## src/rcpe_pkg.sv

```systemverilog
// ----------------------------------------------------------------------------
// rcpe_pkg - shared types and constants of the RLE cel pixel expander
// Payload structs, register indexes, the decode enumerations and the
// command and status groups between the controller and the datapath.
// ----------------------------------------------------------------------------
package rcpe_pkg;

   localparam int CSR_DATA_BITS = 10;

   typedef enum logic [2:0] {
      CSR_FORMAT_MODE   = 3'd0,
      CSR_START_X       = 3'd1,
      CSR_START_Y       = 3'd2,
      CSR_PORT_TOP      = 3'd3,
      CSR_PORT_BOTTOM   = 3'd4,
      CSR_DRAW_PRIORITY = 3'd5,
      CSR_SCREEN_WIDTH  = 3'd6
   } csr_index_type;

   localparam logic [9:0] PORT_BOTTOM_RESET  = 10'd200;
   localparam logic [9:0] SCREEN_WIDTH_RESET = 10'd320;

   // Header layout: eight bytes, height little endian in bytes 2 and 3.
   localparam logic [3:0] HEADER_BYTES     = 4'd8;
   localparam logic [3:0] HEADER_LAST      = 4'd7;
   localparam logic [3:0] HEADER_HEIGHT_LO = 4'd2;
   localparam logic [3:0] HEADER_HEIGHT_HI = 4'd3;
   localparam logic [3:0] HEADER_CLEAR     = 4'd6;

   // PC run code classes, taken from bits 7..6 of the code byte.
   localparam logic [1:0] PC_LITERAL = 2'b00;
   localparam logic [1:0] PC_UNUSED  = 2'b01;
   localparam logic [1:0] PC_FILL    = 2'b10;
   localparam logic [1:0] PC_SKIP    = 2'b11;

   typedef struct packed {
      logic [7:0] data_byte;
      logic       last_byte;
   } req_payload_type;

   typedef struct packed {
      logic [9:0] pixel_x;
      logic [9:0] pixel_y;
      logic [7:0] pixel_color;
      logic [7:0] pixel_priority;
      logic       run_end;
   } rsp_payload_type;

   typedef enum logic [1:0] {
      PH_CODE    = 2'd0,
      PH_LITERAL = 2'd1,
      PH_FILL    = 2'd2
   } phase_type;

   typedef enum logic [1:0] {
      ACT_NONE = 2'd0,
      ACT_FILL = 2'd1,
      ACT_SKIP = 2'd2
   } action_type;

   typedef enum logic [2:0] {
      ST_IDLE     = 3'd0,
      ST_DECODE   = 3'd1,
      ST_HDR_LOAD = 3'd2,
      ST_HDR_MIN  = 3'd3,
      ST_HDR_SAT  = 3'd4,
      ST_FILL     = 3'd5,
      ST_SKIP     = 3'd6,
      ST_FINISH   = 3'd7
   } ctrl_state_type;

   typedef struct packed {
      logic latch;
      logic hdr_write;
      logic decode;
      logic load_cursor;
      logic limit_min;
      logic limit_sat;
      logic step_fill;
      logic skip;
      logic finish;
   } dp_cmd_type;

   typedef struct packed {
      logic       hdr_mode;
      logic       hdr_end;
      logic       done;
      action_type act;
      logic       fill_more;
      logic       out_free;
   } dp_status_type;

endpackage

```

## src/rcpe_ctrl.sv

```systemverilog
// ----------------------------------------------------------------------------
// rcpe_ctrl - sequencer of the RLE cel pixel expander
// Takes one request at a time and steps the datapath through header
// handling, run decoding, pixel filling, skipping and end-of-byte update.
// ----------------------------------------------------------------------------
module rcpe_ctrl
   import rcpe_pkg::*;
(
   input  logic          clock,
   input  logic          reset,
   input  logic          req_valid,
   output logic          req_stall,
   input  dp_status_type status,
   output dp_cmd_type    cmd
);

   ctrl_state_type state_ff;
   ctrl_state_type state_in;

   always_ff @(posedge clock) begin
      if (reset) begin
         state_ff <= ST_IDLE;
      end else begin
         state_ff <= state_in;
      end
   end

   always_comb begin
      state_in = state_ff;
      case (state_ff)
         ST_IDLE: begin
            if (req_valid) begin
               state_in = ST_DECODE;
            end
         end
         ST_DECODE: begin
            if (status.hdr_mode) begin
               state_in = status.hdr_end ? ST_HDR_LOAD : ST_FINISH;
            end else if (status.done) begin
               state_in = ST_FINISH;
            end else begin
               case (status.act)
                  ACT_FILL: state_in = ST_FILL;
                  ACT_SKIP: state_in = ST_SKIP;
                  default:  state_in = ST_FINISH;
               endcase
            end
         end
         ST_HDR_LOAD: state_in = ST_HDR_MIN;
         ST_HDR_MIN:  state_in = ST_HDR_SAT;
         ST_HDR_SAT:  state_in = ST_FINISH;
         ST_FILL: begin
            if (!status.fill_more) begin
               state_in = ST_FINISH;
            end
         end
         ST_SKIP:   state_in = ST_FINISH;
         ST_FINISH: state_in = ST_IDLE;
         default:   state_in = ST_IDLE;
      endcase
   end

   always_comb begin
      cmd       = '0;
      req_stall = 1'b1;
      case (state_ff)
         ST_IDLE: begin
            req_stall = 1'b0;
            cmd.latch = req_valid;
         end
         ST_DECODE: begin
            cmd.hdr_write = status.hdr_mode;
            cmd.decode    = !status.hdr_mode && !status.done;
         end
         ST_HDR_LOAD: cmd.load_cursor = 1'b1;
         ST_HDR_MIN:  cmd.limit_min   = 1'b1;
         ST_HDR_SAT:  cmd.limit_sat   = 1'b1;
         // A pixel goes out only when the result register can take it.
         ST_FILL:     cmd.step_fill   = status.fill_more && status.out_free;
         ST_SKIP:     cmd.skip        = 1'b1;
         ST_FINISH:   cmd.finish      = 1'b1;
         default:     cmd             = '0;
      endcase
   end

endmodule

```

## src/rcpe_dp.sv

```systemverilog
// ----------------------------------------------------------------------------
// rcpe_dp - datapath of the RLE cel pixel expander
// Holds the configuration, header fields, cursor, run state and the result
// register, and carries out the commands of the sequencer.
// ----------------------------------------------------------------------------
module rcpe_dp
   import rcpe_pkg::*;
#(
   parameter int COORD_BITS = 10
)
(
   input  logic                     clock,
   input  logic                     reset,
   input  req_payload_type          req_payload,
   input  logic                     csr_write_enable,
   input  csr_index_type            csr_index,
   input  logic [CSR_DATA_BITS-1:0] csr_write_data,
   input  dp_cmd_type               cmd,
   output dp_status_type            status,
   output logic                     rsp_valid,
   output rsp_payload_type          rsp_payload,
   input  logic                     rsp_stall
);

   localparam int CW = (COORD_BITS > 10) ? COORD_BITS : 10;
   localparam int AW = CW + 1;
   localparam int LW = ((COORD_BITS > 16) ? COORD_BITS : 16) + 2;
   localparam logic [COORD_BITS-1:0] CMAX = {COORD_BITS{1'b1}};

   // Configuration registers.
   logic       format_ff;
   logic [9:0] start_x_ff;
   logic [9:0] start_y_ff;
   logic [9:0] port_top_ff;
   logic [9:0] port_bottom_ff;
   logic [7:0] priority_ff;
   logic [9:0] screen_width_ff;

   // Control state.
   logic [3:0]            header_index_ff, header_index_in;
   phase_type             phase_ff, phase_in;
   logic [5:0]            run_left_ff, run_left_in;
   logic                  cel_done_ff, cel_done_in;
   logic                  rsp_valid_ff, rsp_valid_in;
   logic [15:0]           cel_height_ff, cel_height_in;
   logic [7:0]            clear_ff, clear_in;
   logic [COORD_BITS-1:0] cursor_x_ff, cursor_x_in;
   logic [COORD_BITS-1:0] cursor_y_ff, cursor_y_in;
   logic [COORD_BITS-1:0] row_limit_ff, row_limit_in;

   // Working registers of the current request.
   logic [7:0]      byte_ff;
   logic            last_ff;
   logic [5:0]      fill_cnt_ff, fill_cnt_in;
   logic [7:0]      color_ff;
   logic [5:0]      skip_ff;
   logic [9:0]      limit_mid_ff;
   rsp_payload_type rsp_payload_ff, rsp_payload_in;

   // Decode of the latched byte.
   action_type dec_act;
   phase_type  dec_phase;
   logic [5:0] dec_run_left;
   logic [5:0] dec_cnt;
   logic [7:0] dec_color;
   logic [5:0] dec_skip;
   logic [5:0] run_left_m1;

   // Shared cursor advance.
   logic [5:0]            adv_n;
   logic [AW-1:0]         adv_sum;
   logic                  adv_wrap;
   logic [AW-1:0]         adv_x_full;
   logic [COORD_BITS-1:0] adv_y;

   logic [CW-1:0]         start_x_ext;
   logic [LW-1:0]         load_y_sum;
   logic [COORD_BITS-1:0] load_y;
   logic [LW-1:0]         min_sum;
   logic [9:0]            min_val;
   logic [LW-1:0]         sat_sum;
   logic [COORD_BITS-1:0] sat_val;
   logic [CW-1:0]         x_ext;
   logic [CW-1:0]         y_ext;
   logic                  out_free;

   always_ff @(posedge clock) begin
      if (reset) begin
         format_ff       <= 1'b0;
         start_x_ff      <= '0;
         start_y_ff      <= '0;
         port_top_ff     <= '0;
         port_bottom_ff  <= PORT_BOTTOM_RESET;
         priority_ff     <= '0;
         screen_width_ff <= SCREEN_WIDTH_RESET;
      end else if (csr_write_enable) begin
         case (csr_index)
            CSR_FORMAT_MODE:   format_ff       <= csr_write_data[0];
            CSR_START_X:       start_x_ff      <= csr_write_data;
            CSR_START_Y:       start_y_ff      <= csr_write_data;
            CSR_PORT_TOP:      port_top_ff     <= csr_write_data;
            CSR_PORT_BOTTOM:   port_bottom_ff  <= csr_write_data;
            CSR_DRAW_PRIORITY: priority_ff     <= csr_write_data[7:0];
            CSR_SCREEN_WIDTH:  screen_width_ff <= csr_write_data;
            default: ;
         endcase
      end
   end

   always_comb begin
      dec_act      = ACT_NONE;
      dec_phase    = phase_ff;
      dec_run_left = run_left_ff;
      dec_cnt      = 6'd1;
      dec_color    = byte_ff;
      dec_skip     = 6'd1;
      run_left_m1  = run_left_ff - 6'd1;
      case (phase_ff)
         PH_LITERAL: begin
            // A literal equal to the clear colour only moves the cursor.
            dec_act      = (byte_ff != clear_ff) ? ACT_FILL : ACT_SKIP;
            dec_run_left = run_left_m1;
            dec_phase    = (run_left_m1 == 6'd0) ? PH_CODE : PH_LITERAL;
         end
         PH_FILL: begin
            dec_act      = ACT_FILL;
            dec_cnt      = run_left_ff;
            dec_run_left = 6'd0;
            dec_phase    = PH_CODE;
         end
         default: begin
            if (format_ff) begin
               dec_color = {3'd0, byte_ff[7:3]};
               dec_cnt   = {3'd0, byte_ff[2:0]};
               dec_skip  = {1'b0, byte_ff[7:3]};
               dec_act   = (byte_ff[2:0] != 3'd0) ? ACT_FILL : ACT_SKIP;
            end else begin
               case (byte_ff[7:6])
                  PC_LITERAL: begin
                     if (byte_ff[5:0] != 6'd0) begin
                        dec_run_left = byte_ff[5:0];
                        dec_phase    = PH_LITERAL;
                     end
                  end
                  PC_FILL: begin
                     dec_run_left = byte_ff[5:0];
                     dec_phase    = PH_FILL;
                  end
                  PC_SKIP: begin
                     dec_act  = ACT_SKIP;
                     dec_skip = byte_ff[5:0];
                  end
                  default: dec_act = ACT_NONE;
               endcase
            end
         end
      endcase
   end

   // Cursor advance: x wraps by one screen width at most once.
   always_comb begin
      adv_n      = cmd.step_fill ? 6'd1 : skip_ff;
      adv_sum    = AW'(cursor_x_ff) + AW'(adv_n);
      adv_wrap   = adv_sum >= AW'(screen_width_ff);
      adv_x_full = adv_wrap ? (adv_sum - AW'(screen_width_ff)) : adv_sum;
      adv_y      = (adv_wrap && (cursor_y_ff != CMAX)) ?
                   (cursor_y_ff + COORD_BITS'(1)) : cursor_y_ff;
   end

   always_comb begin
      start_x_ext = CW'(start_x_ff);
      load_y_sum  = LW'(start_y_ff) + LW'(port_top_ff);
      load_y      = (load_y_sum > LW'(CMAX)) ? CMAX : load_y_sum[COORD_BITS-1:0];
      min_sum     = LW'(cel_height_ff) + LW'(cursor_y_ff);
      min_val     = (min_sum < LW'(port_bottom_ff)) ? min_sum[9:0] : port_bottom_ff;
      // Port top is added a second time here, as the format expects.
      sat_sum     = LW'(limit_mid_ff) + LW'(port_top_ff);
      sat_val     = (sat_sum > LW'(CMAX)) ? CMAX : sat_sum[COORD_BITS-1:0];
      x_ext       = CW'(cursor_x_ff);
      y_ext       = CW'(cursor_y_ff);
      out_free    = !rsp_valid_ff || !rsp_stall;
   end

   always_comb begin
      header_index_in = header_index_ff;
      phase_in        = phase_ff;
      run_left_in     = run_left_ff;
      cel_done_in     = cel_done_ff;
      cel_height_in   = cel_height_ff;
      clear_in        = clear_ff;
      cursor_x_in     = cursor_x_ff;
      cursor_y_in     = cursor_y_ff;
      row_limit_in    = row_limit_ff;
      fill_cnt_in     = fill_cnt_ff;
      rsp_valid_in    = rsp_valid_ff && rsp_stall;
      rsp_payload_in  = rsp_payload_ff;

      if (cmd.hdr_write) begin
         case (header_index_ff)
            HEADER_HEIGHT_LO: cel_height_in[7:0]  = byte_ff;
            HEADER_HEIGHT_HI: cel_height_in[15:8] = byte_ff;
            HEADER_CLEAR:     clear_in            = byte_ff;
            default: ;
         endcase
         header_index_in = header_index_ff + 4'd1;
      end
      if (cmd.decode) begin
         phase_in    = dec_phase;
         run_left_in = dec_run_left;
         fill_cnt_in = dec_cnt;
      end
      if (cmd.load_cursor) begin
         cursor_x_in = start_x_ext[COORD_BITS-1:0];
         cursor_y_in = load_y;
         phase_in    = PH_CODE;
         run_left_in = 6'd0;
      end
      if (cmd.limit_sat) begin
         row_limit_in = sat_val;
      end
      if (cmd.step_fill || cmd.skip) begin
         cursor_x_in = adv_x_full[COORD_BITS-1:0];
         cursor_y_in = adv_y;
      end
      if (cmd.step_fill) begin
         fill_cnt_in                   = fill_cnt_ff - 6'd1;
         rsp_valid_in                  = 1'b1;
         rsp_payload_in.pixel_x        = x_ext[9:0];
         rsp_payload_in.pixel_y        = y_ext[9:0];
         rsp_payload_in.pixel_color    = color_ff;
         rsp_payload_in.pixel_priority = priority_ff;
         // Last pixel of the request when the count runs out or the cel ends.
         rsp_payload_in.run_end        = (fill_cnt_ff == 6'd1) || (adv_y >= row_limit_ff);
      end
      if (cmd.finish) begin
         if ((header_index_ff == HEADER_BYTES) && (cursor_y_ff >= row_limit_ff)) begin
            cel_done_in = 1'b1;
         end
         if (last_ff) begin
            header_index_in = '0;
            phase_in        = PH_CODE;
            run_left_in     = 6'd0;
            cel_done_in     = 1'b0;
         end
      end
   end

   always_ff @(posedge clock) begin
      if (reset) begin
         header_index_ff <= '0;
         phase_ff        <= PH_CODE;
         run_left_ff     <= '0;
         cel_done_ff     <= 1'b0;
         rsp_valid_ff    <= 1'b0;
         cel_height_ff   <= '0;
         clear_ff        <= '0;
         cursor_x_ff     <= '0;
         cursor_y_ff     <= '0;
         row_limit_ff    <= '0;
      end else begin
         header_index_ff <= header_index_in;
         phase_ff        <= phase_in;
         run_left_ff     <= run_left_in;
         cel_done_ff     <= cel_done_in;
         rsp_valid_ff    <= rsp_valid_in;
         cel_height_ff   <= cel_height_in;
         clear_ff        <= clear_in;
         cursor_x_ff     <= cursor_x_in;
         cursor_y_ff     <= cursor_y_in;
         row_limit_ff    <= row_limit_in;
      end
   end

   always_ff @(posedge clock) begin
      if (cmd.latch) begin
         byte_ff <= req_payload.data_byte;
         last_ff <= req_payload.last_byte;
      end
      if (cmd.decode) begin
         color_ff <= dec_color;
         skip_ff  <= dec_skip;
      end
      if (cmd.limit_min) begin
         limit_mid_ff <= min_val;
      end
      fill_cnt_ff    <= fill_cnt_in;
      rsp_payload_ff <= rsp_payload_in;
   end

   always_comb begin
      status.hdr_mode  = header_index_ff < HEADER_BYTES;
      status.hdr_end   = header_index_ff == HEADER_LAST;
      status.done      = cel_done_ff;
      status.act       = dec_act;
      status.fill_more = (fill_cnt_ff != 6'd0) && (cursor_y_ff < row_limit_ff);
      status.out_free  = out_free;
   end

   assign rsp_valid   = rsp_valid_ff;
   assign rsp_payload = rsp_payload_ff;

`ifndef ASSERT_OFF
   a_fill_needs_room: assert property (@(posedge clock) disable iff (reset)
      cmd.step_fill |-> out_free)
      else $error("pixel produced while the result register is held");

   a_fill_inside_port: assert property (@(posedge clock) disable iff (reset)
      cmd.step_fill |-> (cursor_y_ff < row_limit_ff))
      else $error("pixel produced at or below the row limit");

   a_header_index_range: assert property (@(posedge clock) disable iff (reset)
      header_index_ff <= HEADER_BYTES)
      else $error("header index past the end of the header");

   a_done_after_header: assert property (@(posedge clock) disable iff (reset)
      cel_done_ff |-> (header_index_ff == HEADER_BYTES))
      else $error("cel marked done before its header completed");
`endif

endmodule

```

## src/rle_cel_pixel_expander_unit.sv

```systemverilog
// ----------------------------------------------------------------------------
// rle_cel_pixel_expander_unit - run-length cel to pixel write expander
// Parses an eight-byte cel header, then expands PC or Amiga run codes into
// pixel writes with position, colour and priority.
// ----------------------------------------------------------------------------
//
//   Channel   Direction  Handshake                 Carries
//   req_      in         req_valid / req_stall     one cel byte and end flag
//   rsp_      out        rsp_valid / rsp_stall     one pixel write
//   csr_      in         csr_write_enable          register index and data
//
// Requests are taken one at a time: a header byte is latched, decoded and
// finished, the last also loads the cursor and forms the row limit, a run
// code with no pixels may move the cursor, and a pixel byte gets one pixel a
// cycle out of the shared cursor adder, held while the result is stalled.
// Reset is synchronous; it clears the sequencer, the cursor and the header
// state and loads the register defaults; no clearing pass is needed.
//
module rle_cel_pixel_expander_unit
   import rcpe_pkg::*;
#(
   parameter int COORD_BITS = 10
)
(
   input  logic                     clock,
   input  logic                     reset,
   input  logic                     req_valid,
   output logic                     req_stall,
   input  req_payload_type          req_payload,
   output logic                     rsp_valid,
   input  logic                     rsp_stall,
   output rsp_payload_type          rsp_payload,
   input  logic                     csr_write_enable,
   input  csr_index_type            csr_index,
   input  logic [CSR_DATA_BITS-1:0] csr_write_data
);

   dp_cmd_type    cmd;
   dp_status_type status;

   rcpe_ctrl u_ctrl (
      .clock     (clock),
      .reset     (reset),
      .req_valid (req_valid),
      .req_stall (req_stall),
      .status    (status),
      .cmd       (cmd)
   );

   rcpe_dp #(
      .COORD_BITS (COORD_BITS)
   ) u_dp (
      .clock            (clock),
      .reset            (reset),
      .req_payload      (req_payload),
      .csr_write_enable (csr_write_enable),
      .csr_index        (csr_index),
      .csr_write_data   (csr_write_data),
      .cmd              (cmd),
      .status           (status),
      .rsp_valid        (rsp_valid),
      .rsp_payload      (rsp_payload),
      .rsp_stall        (rsp_stall)
   );

endmodule

```

## config.mk

```make
export PLATFORM = sky130hd
export DESIGN_NAME = rle_cel_pixel_expander_unit
export DESIGN_NICKNAME = d
export VERILOG_FILES = /design/src/rcpe_pkg.sv /design/src/rcpe_ctrl.sv /design/src/rcpe_dp.sv /design/src/rle_cel_pixel_expander_unit.sv
export SDC_FILE = /design/constraint.sdc
export NUM_CORES = 1
export LEC_CHECK = 0
export BUFFER_PORTS_ARGS = -buffer_cell sky130_fd_sc_hd__buf_2
export CORE_UTILIZATION = 35
export CTS_BUF_LIST = sky130_fd_sc_hd__clkbuf_4
export CTS_CLUSTER_DIAMETER = 150
export DETAILED_ROUTE_END_ITERATION = 8
export SYNTH_ARGS = -nofsm -noshare
export SYNTH_HDL_FRONTEND = slang
export SYNTH_SLANG_ARGS = --single-unit
```

## constraint.sdc

```tcl
create_clock -name clock -period 5.36 [get_ports clock]
set_input_delay 0 -clock clock [delete_from_list [all_inputs] [get_ports clock]]
set_output_delay 0 -clock clock [all_outputs]
set_load 0.01 [all_outputs]
```

; ---- Word level (Yosys, flattened, before mapping)
; Index checks and enable logic that the tools add are counted.
[totals]
ff_bits = 206
wordCells = 178
in_bits = 27
[op_classes]
n_reduce_logical = 38
n_mux = 62
n_eq_ne = 29
magnitude_cmp = 8
bitwise = 1
add_sub_neg = 9
[ops]
columns = operator, count
row1 = two-way mux 10 bit, 9
row2 = two-way mux 6 bit, 9
row3 = greater-than comparator 18 x 10 -> 1 bit (second input constant), 2
row4 = one-hot mux 6 bit (2 select lines), 3
row5 = AND reduction 2 bit, 12
row6 = adder 10 x 10 -> 11 bit, 2
row7 = two-way mux 2 bit, 11
row8 = equality test 3 bit (second input constant), 7
row9 = one-hot mux 3 bit (7 select lines), 1
row10 = >= comparator 10 bit, 2
row11 = < comparator 18 x 10 -> 1 bit, 1
row12 = two-way mux 3 bit, 6
row13 = adder 16 x 10 -> 17 bit, 1
row14 = two-way mux 8 bit, 2
row15 = one-hot mux 2 bit (2 select lines), 4
row16 = equality test 3 x 2 -> 1 bit (second input constant), 4
row17 = two-way mux 1 bit, 12
row18 = two-way mux 4 bit, 3
row19 = nonzero test 6 bit, 2
row20 = subtractor 6 x 1 -> 6 bit (second input constant), 2
row21 = adder 10 x 6 -> 11 bit, 1
row22 = >= comparator 11 x 10 -> 1 bit, 1
row23 = adder 10 x 1 -> 10 bit (second input constant), 1
row24 = < comparator 10 bit, 1
row25 = other kinds (25), 48

; ---- Longest topological paths before layout
[depth]
depth_word = 11
ltp_mapped = 33
depth_no_buf = 32

; ---- Cells and area by module
; Synthesis repeated with hierarchy kept, for this count alone.
[unflattened]
hier_cells = 1298
hier_area_um2 = 11484.8
[modules_own_cells]
columns = module, area_per_inst_um2, cells_each, seq_area_each_um2, instances
row1 = rcpe_dp, 11239.5, 1261, 4824.6, 1
row2 = rcpe_ctrl, 245.2, 37, 60.1, 1

; ---- Least setup slack after synthesis
; OpenSTA, ideal clock, no wires.
[synth_timing]
path_type = register to register
startpoint = register u_dp.cursor_y_ff[4]
endpoint = register u_dp.rsp_payload_ff, in the netlist u_dp.rsp_payload[0] (data pin)
setup_time_ns = 0.269
slack_ns = -0.562
t_arrival_ns = 5.653
n_path_buf = 2
stages_incl_launch_ff = 31
path_cell_list = dfxtp_1 ha_1 and3_1 o21ai_0 a31oi_1 or3_1 buf_2 clkbuf_1 nand2_1 inv_1 ha_1 a211oi_1 o21bai_1 a211o_1 and3b_1 xor2_1 ha_1 nand2_1 a21oi_1 o31ai_1 a21boi_1 o22ai_2 mux2_2 ha_1 a21oi_1 nor2b_1 o21ai_0 a21oi_1 o21a_1 nor3_1 o21ai_0
[synth_via]
elab_chain_len = 11
elab_cells_between_ends = 13
[synth_lines]
columns = element, line_no
row1 = from (decl), rcpe_dp.sv:48  ; logic [COORD_BITS-1:0] cursor_y_ff, cursor_y_in;
row2 = from (signal assigned), rcpe_dp.sv:269  ; cursor_y_ff <= cursor_y_in;
row3 = < comparator 10 bit, rcpe_dp.sv:295  ; status.fill_more = (fill_cnt_ff != 6'd0) && (cursor_y_ff < row_limit_ff);
row4 = logical AND 1 bit, rcpe_dp.sv:295
row5 = logical AND 1 bit, rcpe_ctrl.sv:79  ; ST_FILL: cmd.step_fill = status.fill_more && status.out_free;
row6 = two-way mux 1 bit, rcpe_ctrl.sv:66  ; case (state_ff)
row7 = two-way mux 6 bit, rcpe_dp.sv:162  ; adv_n = cmd.step_fill ? 6'd1 : skip_ff;
row8 = adder 10 x 6 -> 11 bit, rcpe_dp.sv:163  ; adv_sum = AW'(cursor_x_ff) + AW'(adv_n);
row9 = >= comparator 11 x 10 -> 1 bit, rcpe_dp.sv:164  ; adv_wrap = adv_sum >= AW'(screen_width_ff);
row10 = logical AND 1 bit, rcpe_dp.sv:166  ; adv_y = (adv_wrap && (cursor_y_ff != CMAX)) ?
row11 = two-way mux 10 bit *, rcpe_dp.sv:166
row12 = >= comparator 10 bit *, rcpe_dp.sv:233  ; rsp_payload_in.run_end = (fill_cnt_ff == 6'd1) || (adv_y >= row_limit_ff);
row13 = logical OR 1 bit *, rcpe_dp.sv:233
row14 = to (signal assigned), rcpe_dp.sv:287  ; rsp_payload_ff <= rsp_payload_in;
row15 = to (decl), rcpe_dp.sv:58  ; rsp_payload_type rsp_payload_ff, rsp_payload_in;
; Every way passes the cells marked *; elsewhere a longest branch is shown, timed or not.
; A chain may end at the register's enable or synchronous reset.

; ---- Worst setup path after layout
[layout_timing]
startpoint = register u_dp.row_limit_ff[4]
endpoint = register u_dp.rsp_payload_ff, in the netlist u_dp.rsp_payload[0] (data pin)
[layout_via]
elab_chain_len = 11
[layout_lines]
columns = element, line_no
row1 = from (decl), rcpe_dp.sv:49  ; logic [COORD_BITS-1:0] row_limit_ff, row_limit_in;
row2 = from (signal assigned), rcpe_dp.sv:270  ; row_limit_ff <= row_limit_in;
row3 = < comparator 10 bit, rcpe_dp.sv:295
row4 = logical AND 1 bit, rcpe_dp.sv:295
row5 = logical AND 1 bit, rcpe_ctrl.sv:79
row6 = two-way mux 1 bit, rcpe_ctrl.sv:66
row7 = two-way mux 6 bit, rcpe_dp.sv:162
row8 = adder 10 x 6 -> 11 bit, rcpe_dp.sv:163
row9 = >= comparator 11 x 10 -> 1 bit, rcpe_dp.sv:164
row10 = logical AND 1 bit, rcpe_dp.sv:166
row11 = two-way mux 10 bit, rcpe_dp.sv:166
row12 = >= comparator 10 bit *, rcpe_dp.sv:233
row13 = logical OR 1 bit *, rcpe_dp.sv:233
; Marked as above.

==> results_dict.tcl <==
set metrics [dict create \
    power.density_nw_per_um2 385 \
    hold_start "csr_write_data[1]" \
    outcome "complete, but fails checks" \
    die_h_microns 181 \
    r2r_start "u_dp.row_limit_ff[4]" \
    skew_ns 0.0433 \
    drc 0 \
    drive_above_1_share_pct 21.3 \
    gr-total-overflow 0 \
    synth_top_area_share_pct 23.2 \
    async_flop_share_pct 0 \
    seqPwrFrac_pct 36.1 \
    htree_levels 2 \
    num_vias 9719 \
    clkTransAtPathRegs_ns 0.06 \
    pwr-share-comb_pct 36.1 \
    power.leakage_uw 0.00579 \
    grt_first_pass_wirelength_microns 49800 \
    wl_microns 30900 \
    internal_power_uw 3510 \
    grt_pass1_vias 9611 \
    reg2reg_depth 31 \
    final_cells 1888 \
    clock_latency_ns 0.68 \
    cp.required_ns 5.76 \
    drt-initial-drc-count 547 \
    hold_path_class "primary input to register" \
    ys_seq_area_share_pct 43.6 \
    rsz0062_at_grt "yes" \
    relSlewSlack_pct 26.6 \
    r2r_setup_slack_ns -0.16 \
    max-vdd-ir-drop_v 0.000182 \
    pwr-share-clk_pct 27.8 \
    fin_crit_ns 5.52 \
    holdPathStages 4 \
    fin_nets 1555 \
    cp.arrival_ns 5.93 \
    syn_area_per_cell_sq_um 9.11 \
    synth_area_sq_um 11200 \
    first_pass_iters 7 \
    port_buffers 65 \
    cp-end-kind "register" \
    synth_edf_count 76 \
    hpwlAfterDp_microns 22000 \
    synth_nets 1347 \
    slew_violations 0 \
    cts_root_buf "clkbuf_4" \
    min_to "u_dp.priority_ff[1]" \
    critPathLaunchType "register" \
    max_freq_mhz 181 \
    reg2reg_to "u_dp.rsp_payload[0]" \
    slowest_delay_ns 0.38 \
    syn_inst 1230 \
    pin_count 66 \
    die_area_sq_um 32700 \
    area_growth_pct 25.2 \
    fillers 3102 \
    fin_area_sq_um 14000 \
    cts_made_buffers 57 \
    grt_usage_pct 19.2 \
    die_w_microns 181 \
    cpMaxStageDelayCell "or3_4" \
    dp.cells 1729 \
    start_util_pct 35.5 \
    cap_violations 0 \
    yosysTopAreaCell "dfxtp_1" \
    finalHoldViolations 0 \
    hold_ws_ns 0.216 \
    p_switching_uw 1890 \
    setup.worst_path.class "register to register" \
    finalCoreUtilization_pct 44.4 \
    rows 65 \
    ant_nets 0 \
    synth_cell_types 65 \
    antenna_found_initial 1 \
    coreArea_sq_um 31600 \
    setup_viol 1 \
    via_per_inst 5.15 \
    switching_share_pct 35.0 \
    yosys_warnings 0 \
    finalCritPeriodShare_pct 103 \
    synthTopCellsByArea "dfxtp_1, edfxtp_1, ha_1" \
    cts_buffer_depth 3 \
    cts.sinks 206 \
    ys.flop_type "dfxtp_1" \
    dpl-instance-area_sq_um 12500 \
    fin_total_pwr_uw 5400 \
    detail_route.wl_per_cell_microns 16.4 \
    worst_pin_slew_ns 1.10 \
    grt_max_degree 102 \
    violations "negative setup slack" \
    path_max_fanout 5 \
    cts_tree "built" \
    gp_congestion 0.919 \
    ys_seq_elements 206 \
    setup_slack_ns -0.165 \
]
[layer usage]
layer,global-route usage [%],vias to the layer above,routed length (microns)
met5,0,-,0
met4,7.97,0,1020
met3,3.33,70,1690
met2,32.4,234,14700
met1,24.1,4613,13500
li1,-,4802,-
[cell families (layout without fill, tap and decap cells)]
kind of cell,after synthesis,in the layout,synth area share (%)
mux,44,44,4.13
fa+ha+maj,90,90,10.4
compound gates,290,290,16.5
simple gates,431,431,17.2
buf+inv,113,368,3.82
flops,206,206,43.6
xor+xnor,56,56,4.38
other cells,0,1,0
[Yosys cell counts, drive strengths merged, types with 3 or more instances]
cell,n
mux2i,26
and2,10
o21a,10
nand4,10
o211a,3
o211ai,16
nor4,6
nor3b,5
a21oi,109
o31ai,9
fa,5
o41ai,3
a211oi,26
o22ai,3
dfxtp,130
xnor2,22
nand3b,3
mux2,18
a32o,4
o21ai,48
a21o,14
nor2,117
ha,85
and3,5
or3,8
buf,3
o21bai,5
a221oi,3
clkbuf,46
a31oi,11
nand2b,17
nor2b,15
edfxtp,76
nand3,24
nand2,182
inv,64
nor3,22
a2111oi,5
o31a,4
xor2,34
[final cells by class]
cell class              count  area, sq um  share of cell area (%)
multi-input cells         911         6160                    43.9
clock buffers              86          646                    4.60
repair buffers            198         1450                    10.3
inverters                  64          240                    1.71
flip-flops and latches    206         4890                    34.9
diodes                      1         2.50                  0.0178
well taps                 402          503                    3.59
clock inverters            20          133                   0.946
[state kept, by name (all words and copies together) (netlist names), 10 cells and up]
register              cells
u_dp.cel_height_ff       16
u_dp.cursor_x_ff         10
u_dp.cursor_y_ff         10
u_dp.limit_mid_ff        10
u_dp.port_bottom_ff      10
u_dp.port_top_ff         10
u_dp.row_limit_ff        10
u_dp.rsp_payload         37
u_dp.screen_width_ff     10
u_dp.start_x_ext         10
u_dp.start_y_ff          10
[worst max path at each step]
stage,from,endpoint,depth (start not counted),slack (ns)
after global placement,u_dp.row_limit_ff[5],u_dp.rsp_payload[0],28,-0.36
after CTS,u_dp.row_limit_ff[4],u_dp.rsp_payload[0],31,-0.19
final,u_dp.row_limit_ff[4],u_dp.rsp_payload[0],31,-0.16
after detailed placement,u_dp.row_limit_ff[5],u_dp.rsp_payload[0],28,-0.52
after global routing,u_dp.row_limit_ff[4],u_dp.rsp_payload[0],32,-0.44
after floorplan,u_dp.row_limit_ff[5],u_dp.rsp_payload[0],31,-0.15
[metrics by stage]
step                setup WS [ns]  setup TNS (ns)
global placement           -0.361          -0.376
floorplan                  -0.145          -0.145
global route               -0.437          -0.437
CTS                        -0.187          -0.187
detailed placement         -0.518          -0.601
finish                     -0.165          -0.165
[worst max-delay path, delay by kind of cell (launching register included)]
| family | cells | cell delay [ns] |
|---|---|---|
| AO/OA/AOI/OAI | 13 | 1.84 |
| XOR/XNOR | 1 | 0.18 |
| adder cells (fa/ha/maj) | 5 | 1.23 |
| buffers and inverters | 4 | 0.37 |
| flip-flops | 1 | 0.33 |
| multiplexers | 1 | 0.35 |
| AND/OR/NAND/NOR | 7 | 0.97 |
[placed cells by master, fill, tap and decap left out, types with 21 or more instances in the layout]
master | synthesis | layout
clkbuf_4 | 0 | 86
a21oi_1 | 109 | 105
edfxtp_1 | 76 | 76
nor3_1 | 22 | 21
a211oi_1 | 25 | 23
nand2_1 | 181 | 180
dfxtp_1 | 130 | 123
buf_4 | 0 | 87
nand3_1 | 24 | 24
o21ai_0 | 46 | 41
dlygate4sd3_1 | 0 | 46
inv_1 | 64 | 59
buf_2 | 3 | 64
mux2i_1 | 26 | 26
ha_1 | 85 | 75
nor2_1 | 117 | 114
xnor2_1 | 22 | 21
xor2_1 | 34 | 32
[power groups by stage]
stage	Clock [uW]	Combinational (uW)	Sequential (uW)
floorplan	0	1120	1950
global placement	0	1780	1970
detailed placement	0	1800	1970
CTS	1550	1920	1950
global route	1630	2160	1960
finish	1500	1950	1950
[repair_timing]
| item | in CTS | in global routing |
|---|---|---|
| setup buffers | 4 | 3 |
| endpoints found under the hold margin | 93 | 0 |
| endpoints found under the setup margin | 2 | 5 |
| pin swaps | 21 | 18 |
| hold buffers | 46 | 0 |
| resized for setup | 32 | 13 |
Power figures use the tool's default switching activity.
